**src/window_stats_anomaly_scorer_macros.svh**
```systemverilog
// ----------------------------------------------------------------------------
// window_stats_anomaly_scorer_macros.svh
// Assertion shorthands for the anomaly scorer, clocked on clk, off in rst.
// ----------------------------------------------------------------------------
`ifndef WINDOW_STATS_ANOMALY_SCORER_MACROS_SVH
`define WINDOW_STATS_ANOMALY_SCORER_MACROS_SVH

// consequent checked in the same cycle
`define WSA_ASSERT_NOW(label, ante, cons) \
  label: assert property (@(posedge clk) disable iff (rst) (ante) |-> (cons)) \
    else $error("wsa: same-cycle check failed");

// consequent checked in the cycle after the antecedent
`define WSA_ASSERT_NEXT(label, ante, cons) \
  label: assert property (@(posedge clk) disable iff (rst) (ante) |=> (cons)) \
    else $error("wsa: next-cycle check failed");

`endif

```
**src/wsa_pkg.sv**
```systemverilog
// ----------------------------------------------------------------------------
// wsa_pkg
// Shared types and constants of the window statistics anomaly scorer.
// ----------------------------------------------------------------------------
`timescale 1ns / 1ps

package wsa_pkg;

  localparam int SAMPLE_W   = 16;
  localparam int ACT_W      = 2;
  localparam int PERF_W     = 17;
  localparam int CONF_W     = 17;
  localparam int DIV_STEPS  = 17;
  localparam int DIV_CNT_W  = $clog2(DIV_STEPS);
  localparam int OUT_DATA_W = 40;

  localparam logic [ACT_W-1:0] ACT_INNOV   = 2'd0;
  localparam logic [ACT_W-1:0] ACT_ERR     = 2'd1;
  localparam logic [ACT_W-1:0] ACT_ANALYZE = 2'd2;

  // at most one datapath step per cycle, issued by the controller
  typedef struct packed {
    logic take_sample;
    logic upd_innov;
    logic upd_err;
    logic prep;
    logic mul;
    logic load_div;
    logic div_step;
    logic load_out;
  } cmd_t;

  typedef struct packed {
    logic                window_empty;
    logic                suggest_model_review;
    logic                suggest_tuning;
    logic                anomaly;
    logic [CONF_W-1:0]   confidence;
    logic [PERF_W-1:0]   performance;
  } result_t;

endpackage

```
**src/wsa_ctrl.sv**
```systemverilog
// ----------------------------------------------------------------------------
// wsa_ctrl
// Controller: request handshakes and the step sequence of the datapath.
// ----------------------------------------------------------------------------
`timescale 1ns / 1ps

module wsa_ctrl (
  input  logic                       clk,
  input  logic                       rst,
  input  logic                       s_tvalid,
  input  logic [wsa_pkg::ACT_W-1:0]  s_tuser,
  output logic                       s_tready,
  input  logic                       m_tready,
  output logic                       m_tvalid,
  output wsa_pkg::cmd_t              cmd
);

  localparam logic [2:0] ST_IDLE  = 3'd0;
  localparam logic [2:0] ST_UPD_I = 3'd1;
  localparam logic [2:0] ST_UPD_E = 3'd2;
  localparam logic [2:0] ST_PREP  = 3'd3;
  localparam logic [2:0] ST_MUL   = 3'd4;
  localparam logic [2:0] ST_SUM   = 3'd5;
  localparam logic [2:0] ST_DIV   = 3'd6;
  localparam logic [2:0] ST_OUT   = 3'd7;

  logic [2:0]                     state, state_next;
  logic [wsa_pkg::DIV_CNT_W-1:0]  div_cnt;

  assign s_tready = state == ST_IDLE;

  always_comb begin
    state_next = state;
    cmd        = '0;
    case (state)
      ST_IDLE: begin
        if (s_tvalid) begin
          cmd.take_sample = 1'b1;
          case (s_tuser)
            wsa_pkg::ACT_INNOV:   state_next = ST_UPD_I;
            wsa_pkg::ACT_ERR:     state_next = ST_UPD_E;
            wsa_pkg::ACT_ANALYZE: state_next = ST_PREP;
            default:              state_next = ST_IDLE;
          endcase
        end
      end
      ST_UPD_I: begin
        cmd.upd_innov = 1'b1;
        state_next    = ST_IDLE;
      end
      ST_UPD_E: begin
        cmd.upd_err = 1'b1;
        state_next  = ST_IDLE;
      end
      ST_PREP: begin
        cmd.prep   = 1'b1;
        state_next = ST_MUL;
      end
      ST_MUL: begin
        cmd.mul    = 1'b1;
        state_next = ST_SUM;
      end
      ST_SUM: begin
        cmd.load_div = 1'b1;
        state_next   = ST_DIV;
      end
      ST_DIV: begin
        cmd.div_step = 1'b1;
        if (div_cnt == wsa_pkg::DIV_CNT_W'(wsa_pkg::DIV_STEPS - 1)) begin
          state_next = ST_OUT;
        end
      end
      ST_OUT: begin
        // wait for the result register to drain
        if (!m_tvalid || m_tready) begin
          cmd.load_out = 1'b1;
          state_next   = ST_IDLE;
        end
      end
      default: state_next = ST_IDLE;
    endcase
  end

  always_ff @(posedge clk) begin
    if (rst) begin
      state    <= ST_IDLE;
      div_cnt  <= '0;
      m_tvalid <= 1'b0;
    end else begin
      state   <= state_next;
      div_cnt <= (state == ST_DIV) ? div_cnt + 1'b1 : '0;
      if (cmd.load_out) begin
        m_tvalid <= 1'b1;
      end else if (m_tready) begin
        m_tvalid <= 1'b0;
      end
    end
  end

endmodule

```
**config.mk**
```make
export PLATFORM = sky130hd
export DESIGN_NAME = wsa_ctrl
export DESIGN_NICKNAME = d
export VERILOG_FILES = /design/src/window_stats_anomaly_scorer_macros.svh /design/src/wsa_pkg.sv /design/src/wsa_ctrl.sv
export SDC_FILE = /design/constraint.sdc
export NUM_CORES = 1
export LEC_CHECK = 0
export BUFFER_PORTS_ARGS = -buffer_cell sky130_fd_sc_hd__buf_2
export CORE_AREA = 3 3 40 42
export CTS_CLUSTER_SIZE = 25
export DETAILED_ROUTE_END_ITERATION = 7
export DIE_AREA = 0 0 43 45
export GPL_TIMING_DRIVEN = 0
export SYNTH_ARGS = -nofsm -noshare
export SYNTH_HDL_FRONTEND = slang
export SYNTH_SLANG_ARGS = --single-unit
```
**constraint.sdc**
```tcl
create_clock -name clk -period 2.6 [get_ports clk]
set_clock_uncertainty 0.15 [all_clocks]
set_input_delay 0.26 -clock clk [delete_from_list [all_inputs] [get_ports clk]]
set_output_delay 0.26 -clock clk [all_outputs]
set_load 0.005 [all_outputs]
```
* Word level (Yosys, flattened, before mapping) *
Cells that the tools add are included.

word-level totals
  input port bits = 6
  bits in registers = 9
  word-level logic and storage cells = 43
  output and inout bits = 10

operators by class
  bitwise logic cells = 1
  add/subtract/negate cells = 1
  reduce and logical (&&, ||, !) cells = 8
  equality and inequality tests = 13
  multiplexer cells = 17

operator list
  kind                   number
  $pmux W3 S7            1
  $eq A3 B3 Y1 const B   4
  $mux W1                12
  $mux W3                3
  $eq A3 B2 Y1 const B   2
  $ne A2 B2 Y1 const B   3
  $pmux W2 S3            1
  $add A5 B1 Y5 const B  1
  $eq A5 B5 Y1 const B   1
  $reduce_or A2 Y1       2
  $eq A3 B1 Y1 const B   1
  $logic_not A3 Y1       1
  $reduce_and A3 Y1      1
  $eq A2 B1 Y1 const B   1
  $eq A2 B2 Y1 const B   1
  $logic_not A2 Y1       1
  $reduce_bool A2 Y1     1
  $logic_not A1 Y1       1
  $logic_or A1 B1 Y1     1
  $not A1 Y1             1

* Longest topological paths before layout *
Gate-level depths: netlist of run 1.

  depth after elaboration = 5
  gate-level depth with buffers = 5
  gate-level depth less buffers = 5

* Least setup slack after synthesis of run 1 *
No wires, ideal clock.

  path kind = register to output
  from = register state[1]
  to = output cmd[7] in the netlist's numbering
  path buffers = 1
  path slack = 1,343 ps
  stages on the path, launching flop included = 4
  required time = 2,190 ps
  arrival time = 847 ps
  cell sequence = dfxtp_1 -> buf_2 -> nor3_2 -> and2_1

RTL lines
  element                 RTL line        RTL
  start, declared         wsa_ctrl.sv:27  logic [2:0] state, state_next;
  start signal, assigned  wsa_ctrl.sv:90  state <= state_next;
  end, declared           wsa_ctrl.sv:15  output wsa_pkg::cmd_t cmd

==> results.yml, run 1 <==
status:
  status: "finished clean"
setup_path:
  end_kind: "output port"
  critical_path.top_delay_family: "buffers and inverters"
  critical_path_class: "register to output port"
  cp.required_ns: 2.19
  worstPathArrival_ns: 1.27
  worstPathCellList: "buf_2, inv_1, nor3_1, buf_2"
  crit_path_max_incr_delay_ns: 0.30
  start_kind: "register"
  crit_buf_inv: 3
  cp_max_fo: 10
  cp_slowest_cell: "dfxtp_1"
  critPathMostFrequentCell: "buf_2"
sta:
  hold_viol_final: 0
  fin_crit_ns: 1.68
  setup_viol: 0
  grt_setup_unrepaired: "no"
  hold_ws_ns: 0.0802
  post-route-period-util: 0.647
  drv_slew: 0
  setup_tns_ns: 0
  tightest_slew_ns: 0.252
  maxSlewHeadroom: 0.832
  fin_ws_ns: 0.917
  fmax_ghz: 0.594
drt:
  drtAntennaViolNets: 0
  drc: 0
  vias: 440
  wl_um: 935
  wl_per_cell_um: 9.84
  firstDrtPassIters: 3
  via_per_inst: 4.63
  drt_iter0_markers: 1
cts:
  cts-root-buf: "clkbuf_4"
  holdBufCountCts: 0
  path_clk_slew_ns: 0.06
  numCtsBuffers: 3
  post_cts_resized: 0
  cts_sinks: 9
  cts_tree: "built"
  clkLatencyLatePin_ns: 0.26
  cts_max_level: 1
  cts_setup_buffers: 0
  clk_path_buf_depth: 2
finish:
  final_common_cell: "buf_2"
  antennaDiodeCount: 0
  nNetsFinal: 91
  post-route-util: 0.480
  drive_gt1_frac: 0.300
  instances_no_fill: 95
  areaGrowthSynthToFinish_pct: 24.2
  layout_common_cells: "buf_2 (17), nor2_1 (9), dfxtp_1 (9)"
placed_design:
  hpwl_um: 734
  place.gp.congestion: 0.762
  dp_cells: 91
  dp_slack_ns: 1.20
  io_buffer_count: 15
logic_synthesis:
  synth-seq-cells: 9
  ys_async_sr_fraction: 0
  synth-main-ff-cell: "dfxtp_1"
  synth_edf_count: 0
  synth_area_per_cell_um2: 8.14
  synthesis.area_um2: 497
  synth_nets: 71
  yosysWarningCount: 0
  yosysSeqAreaShare: 0.363
  synth_cells: 61
  yosysUniqueCellTypes: 27
die:
  core-area_um2: 1280
  die_area_um2: 1940
  ioPinCount: 16
  initial_core_util: 0.387
  fp-row-count: 13
  die_y_um: 45
  die_w_um: 43
grt:
  grt_max_degree: 11
  first_global_vias: 373
  antenna_found_initial: 0
  track_usage: 0.114
  grt-ovfl-total: 0
  grt_first_pass_wirelength_mm: 1.61
power_and_ir_drop:
  clockPowerShare: 0.382
  seqPwrFrac: 0.499
  power_switching_uw: 67.5
  intPower_uw: 215
  power_density_nw_per_um2: 458
  p_sw_frac: 0.239
  comb_power_share: 0.119
  ir_worst_vdd_v: 0.000281
  power_leakage_nw: 0.286
worst_hold_path:
  hold_class: "primary input to register"
job:
  cap_viol_max_count: 0
[through the flow]
stage / area (µm²) / power [mW]
finish: 617 / 0.282
global route: 617 / 0.301
CTS: 617 / 0.290
detailed placement: 591 / 0.178
global placement: 591 / 0.178
floorplan: 497 / 0.164
[power by group through the flow]
| stage | sequential (mW) | combinational [mW] | clock (mW) |
|---|---|---|---|
| 2_1_floorplan | 0.144 | 0.0205 | 0 |
| 3_3_place_gp | 0.144 | 0.0338 | 0 |
| 3_5_place_dp | 0.144 | 0.0344 | 0 |
| 4_1_cts | 0.141 | 0.0345 | 0.115 |
| 5_1_grt | 0.141 | 0.0385 | 0.121 |
| 6_report | 0.141 | 0.0337 | 0.108 |
[path summary, 6_finish.rpt]
| path | startpoint | endpoint | slack [ns] | depth (start not counted) |
|---|---|---|---|---|
| hold / removal | rst | m_tvalid$_SDFFE_PP0P_ | 0.08 | 2 |
| setup reg to reg | state[1]$_SDFFE_PP0P_ | div_cnt[3]$_SDFF_PP0_ | 1.30 | 4 |
| setup / recovery | state[0]$_SDFFE_PP0P_ | cmd[0] | 0.92 | 4 |
| hold reg to reg | div_cnt[0]$_SDFF_PP0_ | div_cnt[0]$_SDFF_PP0_ | 0.33 | 1 |
[area by class of cell]
| type | count | area, µm² |
|---|---|---|
| Clock buffer | 4 | 26.3 |
| Multi-Input combinational cell | 42 | 277 |
| Timing Repair Buffer | 15 | 75.1 |
| Tap cell | 15 | 18.8 |
| Buffer | 2 | 10.0 |
| Fill cell | 149 | 668 |
| Inverter | 8 | 30.0 |
| Sequential cell | 9 | 180 |
[logic make-up after synthesis]
| kind of cell | count (synthesis) | share of synthesized area |
|---|---|---|
| buffers and inverters | 10 | 0.0806 |
| flip-flops | 9 | 0.363 |
| adder cells (fa/ha/maj) | 4 | 0.101 |
| AO/OA/AOI/OAI | 8 | 0.118 |
| XOR/XNOR | 3 | 0.0529 |
| AND/OR/NAND/NOR | 27 | 0.285 |
[Yosys cell counts, types with 2 or more instances]
master | number | share of area
buf_2 | 2 | 0.020
nor3_1 | 4 | 0.040
inv_1 | 8 | 0.060
nor2_1 | 9 | 0.068
xor2_1 | 2 | 0.035
dfxtp_1 | 9 | 0.36
nand3_1 | 3 | 0.030
ha_1 | 4 | 0.10
nand2_1 | 2 | 0.015
[routing by layer]
layer | vias to the layer above | part of all wire | GRT usage
li1 | 242 | - | -
met5 | - | 0 | 0
met3 | 0 | 0.084 | 0.0598
met1 | 187 | 0.50 | 0.158
met2 | 11 | 0.42 | 0.153
met4 | 0 | 0 | 0.0361
[worst register-to-register path, stage by stage (launching register included)]
cell and delay [ns]:
dfxtp_1 0.30, buf_2 0.20, nand2_2 0.11, or3_4 0.38, nor2_1 0.11
[state kept, by name (all words and copies together), names as in the netlist]
| signal | cells |
|---|---|
| state | 3 |
| div_cnt | 5 |
| m_tvalid | 1 |
(Power assumes the default switching activity.)
==> inputs of run 2 (changes only) <==
Clock period 2.6 ns to 1.5 ns, I/O delays scaled along.
==> results.yml, run 2 (synthesis results as in run 1) <==
status:
  status: "finished clean"
die:
  initial_core_util: 0.387
  fp-row-count: 13
  die_w_um: 43
  ioPinCount: 16
  core-area_um2: 1280
  die_y_um: 45
  die_area_um2: 1940
setup_path:
  r2r_slack_ns: 0.18
  end_kind: "output port"
  cp.required_ns: 1.20
  start_kind: "register"
  reg2reg_depth: 4
  reg2reg_from: "state[0]$_SDFFE_PP0P_"
  critical_path_class: "register to output port"
  rr_endpoint: "state[0]$_SDFFE_PP0P_"
  cp_max_fo: 7
  worstPathArrival_ns: 1.14
finish:
  largest_register_ffs: 5
  drive_gt1_frac: 0.376
  nNetsFinal: 96
  layout_common_cells: "buf_2 (15), nor2_1 (9), inv_1 (8)"
  areaGrowthSynthToFinish_pct: 40.6
  reg.largest.list: "div_cnt: 5 flops, state: 3 flops, m_tvalid: 1 flops"
  final_common_cell: "buf_2"
  instances_no_fill: 100
  design_area_um2: 698
  regMostFlops: "div_cnt"
  antennaDiodeCount: 0
power_and_ir_drop:
  clockPowerShare: 0.369
  total_power_uw: 513
  power_switching_uw: 127
  power_leakage_nw: 0.335
  ir_worst_vdd_v: 0.000512
  seqPwrFrac: 0.477
  intPower_uw: 386
  comb_power_share: 0.154
  power_density_nw_per_um2: 735
  p_sw_frac: 0.248
placed_design:
  place_area_um2: 591
  io_buffer_count: 15
  dp_cells: 91
  place.gp.congestion: 0.762
  hpwl_um: 734
drt:
  via_per_inst: 4.76
  wl_mm: 1.09
  wl_per_cell_um: 10.9
  vias: 476
  firstDrtPassIters: 4
  drtAntennaViolNets: 0
  drt_iter0_markers: 7
  drc: 0
grt:
  first_global_vias: 392
  grt-ovfl-total: 0
  grt_use_met3: 0.0598
  grt_max_degree: 11
  track_usage: 0.121
  grt-busiest-layer: "met2"
  grt_first_pass_wirelength_mm: 1.70
  met2_usage: 0.168
  use_met1: 0.164
  antenna_found_initial: 0
cts:
  numCtsBuffers: 3
  clk_path_buf_depth: 2
  cts_max_level: 1
  cts_tree: "built"
  clkLatencyLatePin_ns: 0.26
  cts_sinks: 9
  path_clk_slew_ns: 0.06
  cts-root-buf: "clkbuf_4"
sta:
  fin_crit_ns: 1.44
  setup_viol: 0
  grt_setup_unrepaired: "no"
  drv_slew: 0
  hold_viol_final: 0
  maxSlewHeadroom: 0.832
  fmax_ghz: 0.696
  setup_tns_ns: 0
  tightest_slew_ns: 0.251
  post-route-period-util: 0.957
worst_hold_path:
  hold_end: "state[1]$_SDFFE_PP0P_"
  holdPathStages: 3
  hold_class: "primary input to register"
  min_from: "s_tvalid"
job:
  cap_viol_max_count: 0
-- run 2: what timing repair did --
item	in CTS	in global routing
setup endpoints to repair	2	2
hold endpoints to repair	3	0
gates resized for setup	5	7
hold buffers	1	0
pin swaps	0	3
setup buffers	0	4
-- run 2: critical path, stage by stage (launching register included) --
cell and delay [ns]:
dfxtp_2 0.31, buf_6 0.13, nor3_4 0.19, and2_1 0.14, buf_2 0.10
-- run 2: cell type report --
cell class / instances / area, µm²
buffer: 2 / 22.5
tap: 15 / 18.8
inverter: 8 / 30.0
sequential: 9 / 186
clock buffer: 4 / 26.3
fill: 129 / 587
multi-input combinational: 42 / 299
timing repair buffer: 20 / 115
-- run 2: worst max-delay path by stage --
| stage | slack, ns | depth (start not counted) | to | from |
|---|---|---|---|---|
| 6_report | 0.06 | 4 | cmd[7] | state[0]$_SDFFE_PP0P_ |
| 4_1_cts | 0.02 | 4 | cmd[0] | state[0]$_SDFFE_PP0P_ |
| 3_3_place_gp | 0.21 | 4 | div_cnt[4]$_SDFF_PP0_ | state[1]$_SDFFE_PP0P_ |
| 2_1_floorplan | 0.30 | 4 | state[1]$_SDFFE_PP0P_ | state[1]$_SDFFE_PP0P_ |
| 3_5_place_dp | 0.20 | 4 | div_cnt[4]$_SDFF_PP0_ | state[1]$_SDFFE_PP0P_ |
| 5_1_grt | 0.007 | 4 | cmd[0] | state[1]$_SDFFE_PP0P_ |
-- run 2: per-stage QoR --
stage | hold slack (ns) | setup WS, ns | util
after detailed placement | 0.245 | 0.200 | 0.460
after CTS | 0.0276 | 0.0164 | 0.501
final | 0.0249 | 0.0638 | 0.543
after global placement | 0.249 | 0.209 | 0.460
after global routing | 0.0343 | 0.00731 | 0.543
after floorplan | 0.0691 | 0.297 | -
-- run 2: power by group through the flow --
stage	Combinational, mW	Sequential (mW)	Clock [mW]
final	0.0791	0.245	0.189
after global routing	0.0871	0.245	0.210
after CTS	0.0670	0.245	0.199
after detailed placement	0.0596	0.250	0
after global placement	0.0585	0.250	0
after floorplan	0.0355	0.249	0
-- run 2: layer usage --
| metal | wire length (µm) | share of wire | vias to the layer above |
|---|---|---|---|
| met5 | 0 | 0 | - |
| met4 | 4 | 0.0037 | 0 |
| met3 | 82 | 0.075 | 2 |
| met2 | 493 | 0.45 | 13 |
| met1 | 512 | 0.47 | 211 |
| li1 | - | - | 250 |
